--- src/rtl/bfsp_pkg.sv ---
// Shared types, constants and helpers for the Bellman-Ford shortest path unit.
// No dependencies; used by every module in rtl/.
`default_nettype none

package bfsp_pkg;

	localparam int MAX_NODES   = 64;
	localparam int MAX_EDGES   = 256;
	localparam int WEIGHT_BITS = 32;
	localparam int DIST_BITS   = 48;
	localparam int NODE_W      = $clog2(MAX_NODES);
	localparam int NCOUNT_W    = 7;
	localparam int CFG_IDX_W   = 2;
	localparam int CFG_DATA_W  = 7;

	localparam logic [DIST_BITS-1:0] DIST_HI = {1'b0, {(DIST_BITS-1){1'b1}}};
	localparam logic [DIST_BITS-1:0] DIST_LO = {1'b1, {(DIST_BITS-1){1'b0}}};

	typedef enum logic [1:0] {
		MODE_LOAD  = 2'd0,
		MODE_RUN   = 2'd1,
		MODE_CLEAR = 2'd2
	} mode_t;

	typedef enum logic [CFG_IDX_W-1:0] {
		REG_NODE_COUNT  = 2'd0,
		REG_SOURCE_NODE = 2'd1
	} cfg_reg_t;

	typedef enum logic [2:0] {
		S_IDLE,
		S_INIT,
		S_RELAX,
		S_NEG,
		S_RD,
		S_EMIT
	} state_t;

	typedef struct packed {
		logic [1:0]                     mode;
		logic [5:0]                     edge_from;
		logic [5:0]                     edge_to;
		logic signed [WEIGHT_BITS-1:0]  edge_weight;
	} item_t;

	typedef struct packed {
		logic [5:0]                     node_index;
		logic signed [DIST_BITS-1:0]    distance;
		logic                           reachable;
		logic                           negative_cycle;
		logic                           last;
	} result_t;

	typedef struct packed {
		logic [NODE_W-1:0]      tail;
		logic [NODE_W-1:0]      head;
		logic [WEIGHT_BITS-1:0] weight;
	} edge_t;

	typedef struct packed {
		logic                 reached;
		logic [DIST_BITS-1:0] path_len;
	} dist_entry_t;

	typedef struct packed {
		logic              en;
		logic [NODE_W-1:0] addr;
		dist_entry_t       data;
	} dist_wr_t;

	// 0 acts as 1, anything above the node limit acts as the limit
	function automatic logic [NCOUNT_W-1:0] nodes_in_use(input logic [NCOUNT_W-1:0] c);
		if (c == '0) begin
			return NCOUNT_W'(1);
		end else if (c > NCOUNT_W'(MAX_NODES)) begin
			return NCOUNT_W'(MAX_NODES);
		end else begin
			return c;
		end
	endfunction

endpackage

`default_nettype wire

--- src/rtl/bfsp_dist_store.sv ---
// Distance memory: one write port, two registered read ports, read-first.
// Depends on bfsp_pkg (dist_entry_t, dist_wr_t).
`default_nettype none

module bfsp_dist_store (
	input  wire logic                          clk,
	input  wire bfsp_pkg::dist_wr_t            wr,
	input  wire logic                          rd_en,
	input  wire logic [bfsp_pkg::NODE_W-1:0]   rd_addr_a,
	input  wire logic [bfsp_pkg::NODE_W-1:0]   rd_addr_b,
	output      bfsp_pkg::dist_entry_t         rd_data_a,
	output      bfsp_pkg::dist_entry_t         rd_data_b
);

	bfsp_pkg::dist_entry_t mem [bfsp_pkg::MAX_NODES];
	bfsp_pkg::dist_entry_t rd_a_q;
	bfsp_pkg::dist_entry_t rd_b_q;

	always_ff @(posedge clk) begin
		if (wr.en) begin
			mem[wr.addr] <= wr.data;
		end
		if (rd_en) begin
			rd_a_q <= mem[rd_addr_a];
			rd_b_q <= mem[rd_addr_b];
		end
	end

	assign rd_data_a = rd_a_q;
	assign rd_data_b = rd_b_q;

endmodule

`default_nettype wire

--- config.mk ---
export PLATFORM = sky130hd
export DESIGN_NAME = bfsp_dist_store
export DESIGN_NICKNAME = d
export VERILOG_FILES = /design/src/rtl/bfsp_pkg.sv /design/src/rtl/bfsp_dist_store.sv
export SDC_FILE = /design/constraint.sdc
export NUM_CORES = 2
export LEC_CHECK = 0
export BUFFER_PORTS_ARGS = -buffer_cell sky130_fd_sc_hd__buf_4
export CORE_MARGIN = 1
export CORE_UTILIZATION = 45
export CTS_CLUSTER_SIZE = 24
export DETAILED_ROUTE_END_ITERATION = 8
export GPL_ROUTABILITY_DRIVEN = 0
export SYNTH_ARGS = -nofsm -noshare
export SYNTH_HDL_FRONTEND = slang
export SYNTH_SLANG_ARGS = --single-unit
--- constraint.sdc ---
create_clock -name clk -period 12.06 [get_ports clk]
set_input_delay 2.412 -clock clk [delete_from_list [all_inputs] [get_ports clk]]
set_output_delay 2.412 -clock clk [all_outputs]
set_load 0.05 [all_outputs]
### Word-level counts from Yosys, hierarchy flattened

Memories as Yosys holds them, arrays and structs flattened. A register that Yosys moved wholly into a read port is not among the register bits.
Cells that the tools add are included.
Widths: inputs -> output; s select.

* flip-flop bits (word level): 0
* memory bits (writable): 3136
* input bits: 70
* output and inout port bits: 98
* word-level logic and storage cells: 3
* memories kept: 1

* muxes and demuxes: 2

Memory list
* mem: words 64, bits a word 49, read ports 2, clocked after memory_dff 2, write ports 1, RTL line bfsp_dist_store.sv:15 `bfsp_pkg::dist_entry_t mem [bfsp_pkg::MAX_NODES];`

Operators with widths (count)
* $mux 1: 2

### Logic depth before layout (Yosys ltp)

* depth after elaboration: 2
* mapped depth: 10
* gate-level depth less buffers: 5

### Worst setup path before layout

No wires, ideal clock.

* path kind: input to register
* start: input port wr[52] (netlist name)
* end: memory mem[48][0] (netlist name) (enable)
* setup time: 516 ps
* arrival time: 6251 ps
* setup slack: 5293 ps
* stages: 4
* path buffers: 1
* cell sequence: clkbuf_1 > nor2b_1 > nand4b_1 > nor3_1

RTL lines
* from (decl): RTL line bfsp_dist_store.sv:7 `input wire bfsp_pkg::dist_wr_t wr,`
* to (decl): RTL line bfsp_dist_store.sv:15

No word-level cell before the write port.

==> results.txt <==
----------------------------------------------------
[Floorplan]
  Die X ... 574 um
  Die Outline Area ... approximately 330,000 um^2
  Initial Utilization ... 0.453
  Die outline height ... 574 um
  Total I/O pin count ... roughly 170
  Std cell rows ... between 200 and 250
  Standard cell core area ... 325,000 um^2

[Global routing]
  Number of global-route vias before repair ... between 80,000 and 90,000
  Total track usage ... 0.304
  Pin count of the biggest net entering global routing ... between 100 and 150
  Wire length of the first global-routing pass ... just under 700,000 um
  GRT overflow ... 0
  Antenna violations before repair ... between 40 and 50

[Detailed routing]
  Count of unresolved DRC violations after routing ... 0
  Routed via count ... 80,800
  First-iteration detailed-routing DRC count ... roughly 12,000
  Aggregate routed wire length ... 503,000 um
  Total iterations of the first detailed-routing run ... 5
  Average wire length per cell after detail routing ... 43.7 um
  Residual antenna-violating net count after detailed routing ... 0
  Post-detailed-route via-to-cell ratio ... approximately 7.0

[CTS]
  Insertion delay of the later-clocked pin in the worst-skew pair ... ~0.95 ns
  CTS tree ... done
  Clock buffer count from CTS ... approximately 350
  Buffer cell driving the clock tree root ... clkbuf_16
  H-tree depth reported by CTS ... 5
  Num Clock Sinks ... roughly 3,200
  Worst-case clock buffer depth ... 4
  Hold buffer count at cts ... 0
  Post-CTS setup buffer count ... 0
  Clock-pin transition on the worst setup and hold timing paths ... ~0.06 ns
  PostCTS Resize Cnt ... 0

[Timing]
  Setup TNS after final layout ... 0 ns
  Min Tclk post-route ... between 5 and 6 ns
  Hold violation total from the final report ... 0
  Final period util ... 0.467
  Max-Slew Margin vs Limit ... 0.156
  RSZ-0062 raised after global routing ... false
  Maximum clock frequency ... approximately 180 MHz
  Setup skew after layout ... around 0.033 ns
  Pins Over Slew Limit ... 0
  Slew at the pin closest to its max-slew limit ... roughly 1.3 ns
  Final setup violating endpoints ... 0

[Power and ir drop]
  VDD IR-drop max ... ~0.10 mV
  Power spent charging and discharging nets ... roughly 0.0058 W
  Sequential Power Share ... 0.498
  Switch share ... 0.231
  Leak ... slightly above 50 nW
  Internal cell power ... roughly 0.02 W
  Comb pwr share ... 0.081
  Total power ... 0.0253 W
  Pwr Density ... roughly 150 nW/um^2
  Clk network pwr share ... 0.421

[Layout]
  Layout Nets ... a little under 7,000
  Growth of design area from synthesis to finish ... 12.3%
  Area used by multi-input combinational logic ... 48,200 um^2
  Layout Cells excl Fill ... ~11,000
  FF/Latch Area ... just under 100,000 um^2
  Share of final-layout standard cells stronger than drive strength 1 ... 0.389
  Filler cell count in the final layout ... roughly 25,000

[Synthesis]
  Cell area after synthesis ... between 100,000 and 150,000 um^2
  Flip-flop and latch count after synthesis ... between 3,000 and 4,000
  Xor and xnor fraction of the mapped netlist area ... 0
  Main synth FF type ... edfxtp_1
  Async set-or-reset flop fraction in the synthesized netlist ... 0
  Synth Area in Compound Gates ... 0.0209
  Cells after Synth ... roughly 6,600
  Top-count cell post-synth ... edfxtp_1
  Top cells by count, synth ... edfxtp_1, mux4_2, mux2i_1, clkbuf_1, buf_2
  Share of the synthesized area in the top cell type ... 0.660
  Adder-cell share of the synthesized area ... 0
  Net Count, Synth ... 6,707
  Synth area leaders ... edfxtp_1, mux4_2, mux2i_1, buf_2, clkbuf_1
  Count of distinct cell types in the synthesized netlist ... 40
  Post-synth EDFFs ... between 3,000 and 4,000
  Synthesized area per cell ... 22.2 um^2
  Mux cell area share after synthesis ... 0.292
  Share of synthesized area occupied by flip-flops and latches ... 0.660
  Post-Synth Simple-Gate Area ... 0.0103
  Combinational family with the most area after synthesis ... multiplexers
  Post-synthesis cell type with the largest combined area ... edfxtp_1
  Total of warnings raised by yosys ... 0

[Place]
  Placed instance count ... roughly 11,000
  Total of buffers placed on input and output ports ... around 170
  Detailed-placement wirelength estimate ... 279,000 um

[Min path]
  Tightest Hold Check Type ... reg -> reg
  Hold Crit Start ... mem[4][24]
  Hold path endpoint ... rd_data_b[24]
  Hold Path Cell Cnt ... 5

[Setup path]
  FF-to-FF path depth ... 4
  Worst R2R End ... rd_data_b[25]
  Nature of the critical path startpoint ... primary input
  Arrival @ worst endpoint ... 6.30 ns
  Crit Path Class ... in -> reg
  Maximum fanout along the worst path ... 79
  Worst Setup End Kind ... flip-flop
  FF-to-FF setup slack ... roughly 9.4 ns
  Required time of the critical path ... 12.73 ns
  RR Startpoint ... mem[5][25]

[Flow run]
  Max Cap Violations ... 0

[Outcome]
  Run status ... complete, no violations

----------------------------------------------------
-- cell usage in the layout, fill, tap and decap left out, drive strengths merged, types with 18 or more instances in the layout --
cell type	synthesis	routed
nor2b	37	37
mux2i	311	311
clkbuf	215	420
o21ai	34	34
nor2	117	117
diode	0	29
nand2	89	89
a22o	47	47
nand3	29	29
mux2	54	54
o221ai	45	45
clkinv	0	150
mux4	1746	1746
bufinv	0	36
a21oi	103	103
o22ai	27	27
inv	3	18
edfxtp	3234	3234
a211oi	50	50
a221o	47	47
a22oi	52	52
and2	31	31
buf	315	402
-- power by group through the flow --
stage          Clock [W]  Combinational, W  Sequential, W
2_1_floorplan          0           0.00119         0.0129
5_1_grt           0.0112           0.00214         0.0126
6_report          0.0107           0.00206         0.0126
3_3_place_gp           0           0.00204         0.0128
4_1_cts           0.0108           0.00206         0.0126
3_5_place_dp           0           0.00206         0.0128
-- critical path, cell delays in order --
cell,delay (ns)
buf_12,0.47
buf_12,0.58
buf_4,0.88
mux4_2,0.62
mux4_2,0.50
a22o_1,0.20
a221o_1,0.28
-- worst max path at each step --
| stage | from | endpoint | depth (start not counted) | slack (ns) |
|---|---|---|---|---|
| 5_1_grt | rd_addr_a[0] | rd_data_a[27] | 7 | 6.23 |
| 6_report | rd_addr_a[0] | rd_data_a[0] | 7 | 6.43 |
| 4_1_cts | rd_addr_a[0] | rd_data_a[36] | 7 | 6.44 |
| 3_3_place_gp | rd_addr_a[0] | rd_data_a[39] | 7 | 5.47 |
| 2_1_floorplan | wr[52] | mem[48][0] | 4 | 5.29 |
| 3_5_place_dp | rd_addr_a[0] | rd_data_a[36] | 7 | 5.44 |
-- kinds of logic after synthesis --
kind of cell,count (synthesis)
mux,2111
flops,3234
simple gates,329
buf+inv,533
compound gates,430
-- registers in the layout (all words and copies together), names as in the netlist --
name and count:
rd_data_a 49, mem 3136, rd_data_b 49
-- stage by stage --
stage	util	hold slack, ns	setup slack (ns)	cell area (um^2)
finish	0.509	0.956	6.43	165000
global route	0.509	1.04	6.23	165000
CTS	0.509	0.953	6.44	165000
detailed placement	0.474	0.958	5.44	154000
global placement	0.474	0.947	5.47	154000
floorplan	-	0.880	5.29	147000
-- cell type report --
type,instances,share of cell area
multi-input cells,2870,0.291
clock buffers,419,0.0551
diodes,29,0.000439
flip-flops and latches,3234,0.587
well taps,4325,0.0327
repair buffers,403,0.0203
inverters,3,0.000144
clock inverters,213,0.0125
-- routing by layer --
layer	global-route usage	wire, um
met5	0	141
met4	0.127	23500
met3	0.0688	53200
met2	0.481	240000
met1	0.410	186000
Power figures use the tool's default switching activity.
