File: src/rtl/bfsp_pkg.sv
// Shared types, constants and helpers for the Bellman-Ford shortest path unit.
// No dependencies; used by every module in rtl/.
`default_nettype none

package bfsp_pkg;

	localparam int MAX_NODES   = 64;
	localparam int MAX_EDGES   = 256;
	localparam int WEIGHT_BITS = 32;
	localparam int DIST_BITS   = 48;
	localparam int NODE_W      = $clog2(MAX_NODES);
	localparam int NCOUNT_W    = 7;
	localparam int CFG_IDX_W   = 2;
	localparam int CFG_DATA_W  = 7;

	localparam logic [DIST_BITS-1:0] DIST_HI = {1'b0, {(DIST_BITS-1){1'b1}}};
	localparam logic [DIST_BITS-1:0] DIST_LO = {1'b1, {(DIST_BITS-1){1'b0}}};

	typedef enum logic [1:0] {
		MODE_LOAD  = 2'd0,
		MODE_RUN   = 2'd1,
		MODE_CLEAR = 2'd2
	} mode_t;

	typedef enum logic [CFG_IDX_W-1:0] {
		REG_NODE_COUNT  = 2'd0,
		REG_SOURCE_NODE = 2'd1
	} cfg_reg_t;

	typedef enum logic [2:0] {
		S_IDLE,
		S_INIT,
		S_RELAX,
		S_NEG,
		S_RD,
		S_EMIT
	} state_t;

	typedef struct packed {
		logic [1:0]                     mode;
		logic [5:0]                     edge_from;
		logic [5:0]                     edge_to;
		logic signed [WEIGHT_BITS-1:0]  edge_weight;
	} item_t;

	typedef struct packed {
		logic [5:0]                     node_index;
		logic signed [DIST_BITS-1:0]    distance;
		logic                           reachable;
		logic                           negative_cycle;
		logic                           last;
	} result_t;

	typedef struct packed {
		logic [NODE_W-1:0]      tail;
		logic [NODE_W-1:0]      head;
		logic [WEIGHT_BITS-1:0] weight;
	} edge_t;

	typedef struct packed {
		logic                 reached;
		logic [DIST_BITS-1:0] path_len;
	} dist_entry_t;

	typedef struct packed {
		logic              en;
		logic [NODE_W-1:0] addr;
		dist_entry_t       data;
	} dist_wr_t;

	// 0 acts as 1, anything above the node limit acts as the limit
	function automatic logic [NCOUNT_W-1:0] nodes_in_use(input logic [NCOUNT_W-1:0] c);
		if (c == '0) begin
			return NCOUNT_W'(1);
		end else if (c > NCOUNT_W'(MAX_NODES)) begin
			return NCOUNT_W'(MAX_NODES);
		end else begin
			return c;
		end
	endfunction

endpackage

`default_nettype wire

File: src/rtl/bfsp_relax_unit.sv
// Edge relaxation: forwards the previous write, adds weight, saturates, compares.
// Depends on bfsp_pkg; drives the write port of bfsp_dist_store.
`default_nettype none

module bfsp_relax_unit (
	input  wire logic                               clk,
	input  wire logic                               arst_n,
	input  wire logic                               valid,
	input  wire logic [bfsp_pkg::NODE_W-1:0]        tail,
	input  wire logic [bfsp_pkg::NODE_W-1:0]        head,
	input  wire logic signed [bfsp_pkg::WEIGHT_BITS-1:0] weight,
	input  wire logic [bfsp_pkg::NCOUNT_W-1:0]      n,
	input  wire bfsp_pkg::dist_entry_t              rd_tail,
	input  wire bfsp_pkg::dist_entry_t              rd_head,
	output      bfsp_pkg::dist_wr_t                 wr
);

	localparam int DW = bfsp_pkg::DIST_BITS;

	logic                              fwd_v_q;
	logic [bfsp_pkg::NODE_W-1:0]       fwd_addr_q;
	bfsp_pkg::dist_entry_t             fwd_data_q;

	bfsp_pkg::dist_entry_t             t_ent;
	bfsp_pkg::dist_entry_t             h_ent;
	logic signed [DW:0]                sum;
	logic [DW-1:0]                     cand;
	logic                              in_range;
	logic                              upd;

	// last cycle's write is not yet visible in the registered read data
	always_comb begin
		t_ent = (fwd_v_q && fwd_addr_q == tail) ? fwd_data_q : rd_tail;
		h_ent = (fwd_v_q && fwd_addr_q == head) ? fwd_data_q : rd_head;
		sum   = (DW+1)'($signed(t_ent.path_len)) + (DW+1)'(weight);
		if (sum[DW] != sum[DW-1]) begin
			cand = sum[DW] ? bfsp_pkg::DIST_LO : bfsp_pkg::DIST_HI;
		end else begin
			cand = sum[DW-1:0];
		end
		in_range = ({1'b0, tail} < n) && ({1'b0, head} < n);
		upd = valid && in_range && t_ent.reached &&
			(!h_ent.reached || ($signed(h_ent.path_len) > $signed(cand)));
		wr.en            = upd;
		wr.addr          = head;
		wr.data.reached  = 1'b1;
		wr.data.path_len = cand;
	end

	always_ff @(posedge clk or negedge arst_n) begin
		if (!arst_n) begin
			fwd_v_q <= 1'b0;
		end else begin
			fwd_v_q <= wr.en;
		end
	end

	always_ff @(posedge clk) begin
		fwd_addr_q <= wr.addr;
		fwd_data_q <= wr.data;
	end

endmodule

`default_nettype wire

File: config.mk
export PLATFORM = sky130hd
export DESIGN_NAME = bfsp_relax_unit
export DESIGN_NICKNAME = d
export VERILOG_FILES = /design/src/rtl/bfsp_pkg.sv /design/src/rtl/bfsp_relax_unit.sv
export SDC_FILE = /design/constraint.sdc
export NUM_CORES = 1
export LEC_CHECK = 0
export ABC_CLOCK_PERIOD_IN_PS = 7900
export BUFFER_PORTS_ARGS = -buffer_cell sky130_fd_sc_hd__buf_4
export CAP_MARGIN = 10
export CORE_MARGIN = 2
export CORE_UTILIZATION = 49
export DETAILED_ROUTE_END_ITERATION = 8
export PLACE_DENSITY = 0.89
export SKIP_LAST_GASP = 1
export SYNTH_ARGS = -nofsm -noshare
export SYNTH_HDL_FRONTEND = slang
export SYNTH_SLANG_ARGS = --single-unit
File: constraint.sdc
create_clock -name clk -period 7.9 [get_ports clk]
set_input_delay 1.185 -clock clk [delete_from_list [all_inputs] [get_ports clk]]
set_output_delay 1.185 -clock clk [all_outputs]
set_load 0.05 [all_outputs]
# Yosys cells after proc, flatten, opt, wreduce, memory -nomap -nowiden
# Index checks and enable logic that the tools add are counted.
dict set report classes {
  n_reduce_logical 8
  order_cmp 3
  muxes 4
  add_sub_neg 1
  eq_ne 3
}
# cell count
set op_table {}
lappend op_table {{2-to-1 mux 49 bit} 2}
lappend op_table {{2-to-1 mux 48 bit} 2}
lappend op_table {{adder 48 x 32 -> 49 bit} 1}
lappend op_table {{greater-than comparator 48 bit} 1}
lappend op_table {{< comparator 6 x 7 -> 1 bit} 2}
lappend op_table {{== test 6 bit} 2}
lappend op_table {{logical AND 1 bit} 6}
lappend op_table {{zero test 1 bit} 1}
lappend op_table {{logical OR 1 bit} 1}
lappend op_table {{!= test 1 bit} 1}
dict set report word_totals {
  reg_bits 55
  word_cells 22
}

# Longest topological paths before layout
# Gate-level depths: netlist (run 1).
dict set report depth {
  depth_word 9
  mapped_depth 31
  depth_no_buf 26
}

# Least setup slack after synthesis (run 1)
# Ideal clock, no wire load.
dict set report synth_timing {
  path_type {input -> output}
  startpoint {input port tail[1] (netlist bit)}
  endpoint {output port wr[55] (netlist bit)}
  slack_ns -0.854
  n_path_buf 5
  t_arrival_ns 7.569
  required_ns 6.715
  cell_stages 29
  path_cell_list {xor2_1 -> nor4_1 -> clkbuf_1 -> buf_1 -> mux2_2 -> fa_1 -> a211oi_1 -> o21bai_1 -> o32ai_2 -> o21ai_1 -> a31oi_2 -> o211ai_1 -> a21o_1 -> inv_1 -> nand2b_1 -> buf_6 -> buf_2 -> a21oi_1 -> ha_1 -> nor2b_1 -> o21a_1 -> o21a_1 -> o21ai_0 -> a21oi_1 -> o21ai_0 -> a21boi_0 -> or4b_1 -> nand3_1 -> buf_4}
}
# element line
set synth_rtl {}
lappend synth_rtl {{from (decl)} bfsp_relax_unit.sv:9} ;# input wire logic [bfsp_pkg::NODE_W-1:0] tail,
lappend synth_rtl {{to (decl)} bfsp_relax_unit.sv:15} ;# output bfsp_pkg::dist_wr_t wr

==> summary.txt, run 1 <==
failing checks: setup timing
area of the multi-input gates: 0.00653 mm^2
port bufs: 206
Syn Area/Cell: 8.44 um^2
Fillers: 780
CTS tree: done
Clk pwr share: 11.1%
arrival time at the worst endpoint: 7.23 ns
Synth async-reset ratio: 1.82%
Max Cap Violations: 0
switching power total: 1080 uW
Initial Util: 50.5%
cell mode on critical path: a21o_1
I/O pin cnt: 208
Warnings, synthesis: 0
die width: 127 um
CP max-delay cell: or4b_4
type of the worst setup path: in -> out
Net Sw Frac: 47.3%
routed len/inst: 22.2 um
gr ovfl total: 0
Vias: 9444
GPL Wtd Cong: 0.955
CP max FO: 11
largest incremental delay on the critical path: 0.59 ns
Max clock buf depth: 2
Rows: 44
total track usage: 35.7%
Top Family by Delay on Critical Path: simple AND/OR/NAND/NOR gates
placed cell area: 0.0107 mm^2
Most used DFF post-synth: dfxtp_1
initial antenna violation count: 0
fin crit period: 8.42 ns
dpl hpwl: 21.9 mm
crit path launch type: primary input
TritonCTS Buffers: 5
largest net degree at the start of global routing: 50
register area: 0.00111 mm^2
Seq/Total Area, Yosys: 15.0%
first-pass GRT wire length: 46.4 mm
Leak: 0.00575 uW
Post-synth EDFFs: 0
total clock sinks: 55
Worst EP required: 6.71 ns
Final Cycle Share: 107%
Inserted Diodes: 0
Syn Nets: 1132
combinational power share: 71.2%
H-tree depth: 2
Area Growth Syn to Fin: 62.6%
Fmax: 119 MHz
Int Pwr: 1200 uW
Reg clk slew, reported paths: 0.08 ns
Unique masters post-synth: 67
Core Box Area: 0.0146 mm^2
Hold Fails Final Rpt: 0
worst IR drop on VDD: 177 uV
RSZ-0062 raised after global routing: true
status: finished with violations
post-route clock skew: 0.00470 ns
final antenna-violating net count: 0
share of cells above drive strength 1: 52.0%
worst min path class: in -> async
Seq pwr share: 17.6%
CTS Hold Bufs: 0
die area: 0.0160 mm^2
die height: 127 um
drt via density: 6.39
pwr dens: 190 mW/mm^2
type of element capturing the critical path: primary output
Routed WL: 32.9 mm
worst skew pair latency: 0.32 ns
Syn Inst Count: 873
final net count: 1553
FF+latch count, synth: 55
vias in the first global route: 9157
number of remaining DRC errors: 0
cell area after synthesis: 0.00737 mm^2
Final Setup Violations: 1
DR iter-0 viols: 892
setup_tns: -0.517 ns
drt pass-1 iters: 7
buffers plus inverters on the worst setup path: 9
final setup margin: -0.517 ns
post-layout util: 82.1%
Final Cell Area: 0.0120 mm^2
Max Slew Vio Count: 0
clock root buffer: clkbuf_16
registers in the layout, summed over array words and instances (netlist names):
register and flops:
fwd_data_q 48, fwd_v_q 1, fwd_addr_q 6
logic make-up (layout without fill, tap and decap cells):
| family | Yosys count | in the layout | synth area share [%] |
|---|---|---|---|
| AOI/OAI and AO/OA | 317 | 317 | 28.2 |
| and+or+nand+nor | 167 | 167 | 11.7 |
| adders and majority gates | 108 | 108 | 18.4 |
| muxes | 96 | 96 | 14.7 |
| buffers and inverters | 75 | 497 | 5.54 |
| DFF | 55 | 55 | 15.0 |
| xor gates and xnor gates | 54 | 54 | 6.42 |
| other | 1 | 1 | 0.0509 |
repair_timing:
item                       4_1_cts  5_1_grt
pin swaps                       38       22
buffers inserted                25       10
gates resized for setup         71       50
cloned                           6        0
setup endpoints to repair        1        1
final cells by class:
cell class | instances | share of cell area (%)
timing repair buffer | 470 | 32.4
sequential | 55 | 9.24
inverter | 19 | 0.627
tap | 184 | 1.92
clock buffer | 8 | 1.31
multi-input combinational | 743 | 54.5
Yosys cell counts (all sizes together), types with 3 or more instances:
library cell  instances  share of area, %
ha                  106                18
mux2                 95                15
a21oi                77               5.2
a21o                 71               7.2
o21ai                67               4.6
dfxtp                54                15
o21a                 44               4.5
nand2                37               1.9
nor2                 36               1.8
buf                  35               3.5
xnor2                33               3.9
nand4                22               1.9
clkbuf               21               1.1
xor2                 21               2.5
inv                  19              0.97
nand3                16               1.1
a31oi                12               1.1
nor3                 10              0.68
nand2b                8              0.68
o211ai                7              0.71
and3                  6              0.53
a211oi                5              0.51
nor2b                 5              0.42
nor4                  5              0.42
or3                   5              0.42
a221oi                4              0.56
and2                  4              0.34
o21bai                4              0.41
and4                  3              0.36
o31ai                 3              0.31
or2                   3              0.25
or4                   3              0.36
power by group through the flow:
stage          combinational, uW  sequential, uW  clock, uW
2_1_floorplan                878             388          0
3_3_place_gp                1340             395          0
3_5_place_dp                1370             404          0
4_1_cts                     1500             398        253
5_1_grt                     1700             408        262
6_report                    1620             402        254
layout by cell type, fill, tap and decap left out, types with 8 or more instances in the layout:
cell type,count
mux2_2,88
a21oi_2,22
nand2_1,35
dfxtp_1,54
a21oi_1,54
xnor2_1,29
nand4_1,22
ha_1,86
o21ai_2,8
a31oi_1,10
inv_1,18
nand3_1,13
xor2_1,21
nor2_1,34
o21ai_0,23
o21a_1,44
a21o_1,70
buf_12,12
buf_4,442
ha_4,20
o21ai_1,35
nor3_1,9
per-layer routing:
layer	global-route usage, %	share of wire (%)	vias up
li1	-	-	4131
met1	41.5	37	4403
met2	64.3	48	703
met3	5.78	8.7	207
met4	15.4	6.6	0
met5	0	0	-
per-stage QoR:
| step | setup WS, ns | power (uW) | cells | hold WS (ns) |
|---|---|---|---|---|
| after floorplan | 0.000361 | 1270 | 873 | 0.812 |
| after global placement | -0.484 | 1730 | 1430 | 0.813 |
| after detailed placement | -0.648 | 1780 | 1430 | 0.839 |
| after CTS | -0.190 | 2150 | 1469 | 0.631 |
| after global routing | -0.783 | 2370 | 1479 | 0.629 |
| final | -0.517 | 2280 | 1479 | 0.633 |
final timing paths:
path,startpoint,slack [ns],depth (start not counted),end
min reg2reg,fwd_data_q[0],0.85,4,fwd_data_q[0]
max,tail[3],-0.52,29,wr[55]
min in group clk,fwd_data_q[0],0.85,4,fwd_data_q[0]
min,arst_n,0.63,1,fwd_v_q
max in group asynchronous,arst_n,7.18,1,fwd_v_q
max reg2reg,fwd_addr_q[3],1.52,28,fwd_v_q
Power figures use the tool's default switching activity.
==> run 2, diff against run 1 <==
ABC_AREA = 1   (was default)
CORE_UTILIZATION = 51   (was 49)
PLACE_DENSITY = 0.9   (was 0.89)
==> run 2 against run 1 <==
Effect of this change:
- the run now ends clean
- sequential share of layout area increased by 1.3 points
- total power shrank 16%
- routed wire length shrank 8.6%
- non-clock buffer count down 254
- final area is 12% lower
- worst setup slack gained 0.87 ns
- register-to-register slack gained 1.0 ns
- count of clock-buffer cells in the layout is 3 lower
- global-route usage down 3.4 points
- critical endpoint unchanged
- highest routed layer unchanged
==> summary.txt, run 2 <==
clock root buffer: clkbuf_16
top-count cell post-synth: nand2_1
Routed WL: 30.1 mm (-8.6%)
CP max-delay cell: a2111oi_2
type of the worst setup path: in -> out
initial antenna violation count: 0 (unchanged)
share of the synthesized area in the top cell type: 24.6% (+6.6 points)
total power: 1910 uW (-16%)
top post-synthesis cells by count: nand2_1 (564), inv_1 (266), o21ai_0 (127)
Area Growth Syn to Fin: 22.5%
Hold Fails Final Rpt: 0 (unchanged)
Max Slew Vio Count: 0 (unchanged)
status: completed
cell area after synthesis: 0.00860 mm^2 (+17%)
largest incremental delay on the critical path: 0.37 ns (-0.22 ns)
non-filler cells, final: 1961 (+33%)
most frequent cells in the layout: nand2_1 (562), inv_1 (266), buf_4 (213), o21ai_0 (127), ha_1 (105)
vias in the first global route: 9607 (+4.9%)
Post-synth EDFFs: 0 (unchanged)
total clock sinks: 55 (unchanged)
largest net degree at the start of global routing: 97 (+94%)
FF-to-FF path depth: 33 (+18%)
FF+latch count, synth: 55 (unchanged)
Fmax: 132 MHz (+12%)
worst IR drop on VDD: 145 uV (-18%)
fin crit period: 7.55 ns (-0.869 ns)
pwr dens: 182 mW/mm^2 (-4.6%)
Syn Area/Cell: 5.52 um^2 (-35%)
worst skew pair latency: 0.31 ns (about the same)
crit path launch type: primary input
die height: 134 um (+5.7%)
Seq/Total Area, Yosys: 12.9% (-2.2 points)
Rows: 47 (+6.8%)
FF-to-FF Start: fwd_addr_q[1]
number of remaining DRC errors: 0 (unchanged)
DR iter-0 viols: 740 (-17%)
CTS Hold Bufs: 0 (unchanged)
die width: 134 um (+5.7%)
Worst EP required: 6.71 ns (about the same)
Fillers: 1604 (+110%)
arrival time at the worst endpoint: 6.36 ns (-0.87 ns)
CP max FO: 48 (+37)
Syn Nets: 1816 (+60%)
H-tree depth: 2 (unchanged)
dpl hpwl: 25.0 mm (+14%)
Final Setup Violations: 0 (-1)
drt via density: 5.28 (-17%)
Leak: 0.00642 uW (+12%)
Slew headroom: 39.4%
Final Cycle Share: 95.5% (-11 points)
Vias: 10348 (+9.6%)
Warnings, synthesis: 0 (unchanged)
CTS tree: done
Most used DFF post-synth: dfxtp_1
drt pass-1 iters: 5 (-2)
post-layout util: 63.8% (-18 points)
final antenna-violating net count: 0 (unchanged)
area leader, netlist: nand2_1
Biggest register: fwd_data_q
placed insts: 1951 (+36%)
most common cell after layout, fill and taps aside: nand2_1
type of element capturing the critical path: primary output
Worst R2R End: fwd_v_q
I/O pin cnt: 208 (unchanged)
post-route clock skew: 0.00722 ns (+0.00252 ns)
total track usage: 32.2% (-3.4 points)
Synth async-reset ratio: 1.82% (unchanged)
Inserted Diodes: 0 (unchanged)
Reg clk slew, reported paths: 0.08 ns (about the same)
Initial Util: 52.1% (+1.6 points)
top flop regs: fwd_data_q (48), fwd_addr_q (6), fwd_v_q (1)
reg-to-reg slack, setup: 2.55 ns (+1.03 ns)
port bufs: 206 (unchanged)
routed len/inst: 15.3 um (-31%)
TritonCTS Buffers: 5 (unchanged)
top post-synthesis cells by area: nand2_1 (25%), ha_1 (15%), dfxtp_1 (13%)
Critical Path Start: tail[1]
die area: 0.0179 mm^2 (+12%)
final net count: 1999 (+29%)
Max clock buf depth: 2 (unchanged)
worst min path class: in -> async
gr ovfl total: 0 (unchanged)
Unique masters post-synth: 42 (-37%)
Core Box Area: 0.0165 mm^2 (+13%)
first-pass GRT wire length: 46.5 mm (+0.28%)
flip-flop count of the largest register after layout: 48 (unchanged)
cell mode on critical path: nand2_1
Least-Margin Pin Slew: 0.905 ns
GPL Wtd Cong: 0.978 (+2.4%)
Max Cap Violations: 0 (unchanged)
Syn Inst Count: 1557 (+78%)
share of cells above drive strength 1: 15.9% (-36 points)
[run 2: changes by cell type after synthesis, sizes merged, moves of 30 or more]
cell and change:
inv +256, o21ai +60, nand3 +30, mux2 -95, nand2 +548, o21a -41, a21o -68, nor2 +67
[run 2: kinds of logic (layout without fill, tap and decap cells)]
| family | Yosys count | count (layout) | share of synthesized area, % |
|---|---|---|---|
| simple gates | 795 | 795 | 37.9 |
| buf+inv | 315 | 499 | 14.8 |
| compound gates | 251 | 251 | 15.4 |
| fa+ha+maj | 107 | 107 | 15.7 |
| flops | 55 | 55 | 12.9 |
| xor+xnor | 32 | 32 | 3.26 |
| other cells | 1 | 1 | 0.0436 |
| mux | 1 | 1 | 0.116 |
[run 2: metrics by stage]
step	setup TNS, ns	worst slack [ns]	instance area (um^2)	hold slack (ns)
after floorplan	0	0.578	8600	0.889
after global placement	0	0.122	10300	0.872
after detailed placement	-0.0186	-0.0186	10300	0.864
after CTS	0	0.0903	10400	0.626
after global routing	-0.0266	-0.0266	10500	0.624
final	0	0.352	10500	0.634
[run 2: timing repair]
item,4_1_cts,5_1_grt
endpoints found under the setup margin,1,1
buffers inserted,0,1
gates resized for setup,1,15
pin swaps,0,3
cloned,0,1
[run 2: worst max-delay path, delay by kind of cell]
kind	cells	cell delay [ns]
simple gates	22	2.78
buf+inv	6	0.92
compound gates	4	0.82
fa+ha+maj	2	0.64
[run 2: how the worst max path moves through the flow]
stage                   to  slack, ns  cells after the start
finish              wr[55]       0.35                     34
global route        wr[55]      -0.03                     35
CTS                 wr[55]       0.09                     36
detailed placement  wr[55]      -0.02                     36
global placement    wr[55]       0.12                     35
floorplan           wr[55]       0.58                     39
[run 2: final cells by class]
cell class                 instances  area (um^2)  share of cell area [%]
timing repair buffer             216         1660                    15.8
tap                              220          275                    2.61
multi-input combinational       1187         6280                    59.7
clock buffer                       5          125                    1.19
clock inverter                     3         43.8                   0.416
sequential                        55         1110                    10.5
inverter                         275         1040                    9.85
[run 2: power breakdown]
| part | leakage [uW] | switching, uW | internal [uW] |
|---|---|---|---|
| Sequential | 0.000469 | 20.3 | 354 |
| Clock | 0.0000838 | 119 | 150 |
| Combinational | 0.00587 | 862 | 409 |
| Total | 0.00642 | 1000 | 913 |
[run 2: routing by layer]
layer | GRT usage [%] | wire (um) | up-vias
li1 | - | - | 5249
met1 | 40.8 | 13000 | 4618
met2 | 55.4 | 13900 | 409
met3 | 4.54 | 2060 | 72
met4 | 12.2 | 1090 | 0
met5 | 0 | 0 | -
==> run 3, diff against run 2 <==
REMOVE_ABC_BUFFERS = 1   (was default)
==> run 3 against run 2 <==
Effect of this change:
- critical path depth increased by 2
- fmax increased by 0.91%
- routed wire length increased by 6.0%
- final cell count increased by 0.56%
- sequential cell count unchanged
- clock skew increased by 0.00067 ns
- worst setup slack improved by 0.068 ns
- count of clock-buffer cells in the layout increased by 1
- core utilization increased by 0.72 points
- sequential share of layout area decreased by 0.12 points
- sequential power about the same
- largest power group unchanged
==> summary.txt, run 3 (synthesis results as in run 2) <==
crit path launch type: primary input
TritonCTS Buffers: 5 (unchanged)
H-tree depth: 2 (unchanged)
cell mode on critical path: nand2_1
vias in the first global route: 10112 (+5.3%)
combinational power share: 66.4% (about the same)
non-filler cells, final: 1972 (+0.56%)
dpl hpwl: 27.1 mm (+8.5%)
I/O pin cnt: 208 (unchanged)
drt pass-1 iters: 5 (unchanged)
largest incremental delay on the critical path: 0.37 ns (about the same)
routed len/inst: 16.2 um (+5.4%)
type of the worst setup path: in -> out
final net count: 2010 (+0.55%)
Final Setup Violations: 0 (unchanged)
gr ovfl total: 0 (unchanged)
Net Sw Frac: 52.2% (-0.13 points)
initial antenna violation count: 0 (unchanged)
flip-flop count of the largest register after layout: 48 (unchanged)
type of element capturing the critical path: primary output
drt via density: 5.32 (+0.81%)
post-route clock skew: 0.00789 ns (+0.000669 ns)
total track usage: 34.8% (+2.6 points)
port bufs: 206 (unchanged)
Seq pwr share: 19.2% (-0.4 points)
die width: 134 um (unchanged)
Int Pwr: 933 uW (+2.3%)
fin crit period: 7.48 ns (-0.0677 ns)
most frequent cells in the layout: nand2_1 (561), inv_1 (266), buf_4 (221), o21ai_0 (126), ha_1 (100)
Worst EP required: 6.71 ns (about the same)
arrival time at the worst endpoint: 6.30 ns (-0.06 ns)
Clk pwr share: 14.4% (+0.3 points)
Rows: 47 (unchanged)
Max Slew Vio Count: 0 (unchanged)
Area Growth Syn to Fin: 23.9%
Top Family by Delay on Critical Path: simple AND/OR/NAND/NOR gates
final setup margin: 0.419 ns (+0.0677 ns)
status: completed
Reg clk slew, reported paths: 0.08 ns (about the same)
placed cell area: 0.0103 mm^2 (+0.63%)
Final Cycle Share: 94.7% (-0.86 points)
Worst R2R End: fwd_v_q
Slew headroom: 36.8% (-2.6 points)
total clock sinks: 55 (unchanged)
buffers plus inverters on the worst setup path: 7 (+1)
Fillers: 1647 (+2.7%)
GPL Wtd Cong: 1.06 (+8.3%)
share of cells above drive strength 1: 17.0% (+1.2 points)
top flop regs: fwd_data_q (48), fwd_addr_q (6), fwd_v_q (1)
Initial Util: 52.1% (unchanged)
number of remaining DRC errors: 0 (unchanged)
DR iter-0 viols: 664 (-10%)
CP max FO: 47 (-2.1%)
worst IR drop on VDD: 130 uV (-10%)
clock root buffer: clkbuf_16
Fmax: 134 MHz (+0.91%)
Inserted Diodes: 0 (unchanged)
pwr dens: 183 mW/mm^2 (+0.86%)
Core Box Area: 0.0165 mm^2 (unchanged)
FF-to-FF path depth: 35 (+6.1%)
largest net degree at the start of global routing: 51 (-47%)
worst skew pair latency: 0.31 ns (about the same)
Final Cell Area: 0.0107 mm^2 (+1.1%)
CP max-delay cell: ha_2
die height: 134 um (unchanged)
final antenna-violating net count: 0 (unchanged)
Least-Margin Pin Slew: 0.945 ns (+0.0395 ns)
Biggest register: fwd_data_q
Max Cap Violations: 0 (unchanged)
Vias: 10490 (+1.4%)
first-pass GRT wire length: 49.3 mm (+6.1%)
placed insts: 1958 (+0.36%)
pre-CTS WS: 0.165 ns (+0.183 ns)
worst min path class: in -> async
Routed WL: 31.9 mm (+6.0%)
most common cell after layout, fill and taps aside: nand2_1
FF-to-FF Start: fwd_addr_q[1]
setup_tns: 0 ns (unchanged)
die area: 0.0179 mm^2 (unchanged)
Max clock buf depth: 2 (unchanged)
CTS tree: done
reg-to-reg slack, setup: 2.62 ns (+0.07 ns)
Hold Fails Final Rpt: 0 (unchanged)
switching power total: 1020 uW (+1.7%)
Leak: 0.00647 uW (+0.69%)
post-layout util: 64.5% (+0.72 points)
[run 3: what timing repair did]
item | 4_1_cts | 5_1_grt
setup buffers | 0 | 6
setup endpoints to repair | 0 | 1
gates resized for setup | 0 | 31
hold buffers | 0 | 0
[run 3: cell type report]
class / instances / area (um^2) / share of cell area (%)
Multi-Input combinational cell: 1187 / 6320 / 59.3
Timing Repair Buffer: 227 / 1740 / 16.4
Clock buffer: 6 / 139 / 1.30
Clock inverter: 2 / 35.0 / 0.329
Inverter: 275 / 1040 / 9.74
Tap cell: 220 / 275 / 2.58
Sequential cell: 55 / 1110 / 10.4
[run 3: worst max-delay path by stage]
stage                        end     from  depth (start not counted)  slack [ns]
after floorplan           wr[55]  tail[3]                         29       -1.10
after global placement    wr[55]  tail[3]                         38        0.21
after detailed placement  wr[55]  tail[3]                         38        0.16
after CTS                 wr[55]  tail[3]                         38        0.14
after global routing      wr[55]  tail[1]                         38       -0.02
final                     wr[55]  tail[1]                         36        0.42
[run 3: power groups by stage]
stage          clock (uW)  sequential, uW  combinational (uW)
5_1_grt               293             381                1410
3_5_place_dp            0             382                1260
4_1_cts               287             376                1270
3_3_place_gp            0             377                1240
6_report              280             376                1300
2_1_floorplan           0             376                 852
[run 3: routing by layer]
layer	part of all wire (%)	track usage, %
met1	41	40.1
met2	48	62.6
met3	6.4	6.24
met4	4.6	16.0
met5	0	0
[run 3: metrics by stage]
stage	hold WS, ns	power, uW
finish	0.639	1950
global placement	0.882	1620
detailed placement	0.912	1640
global route	0.630	2090
CTS	0.632	1930
floorplan	0.889	1230
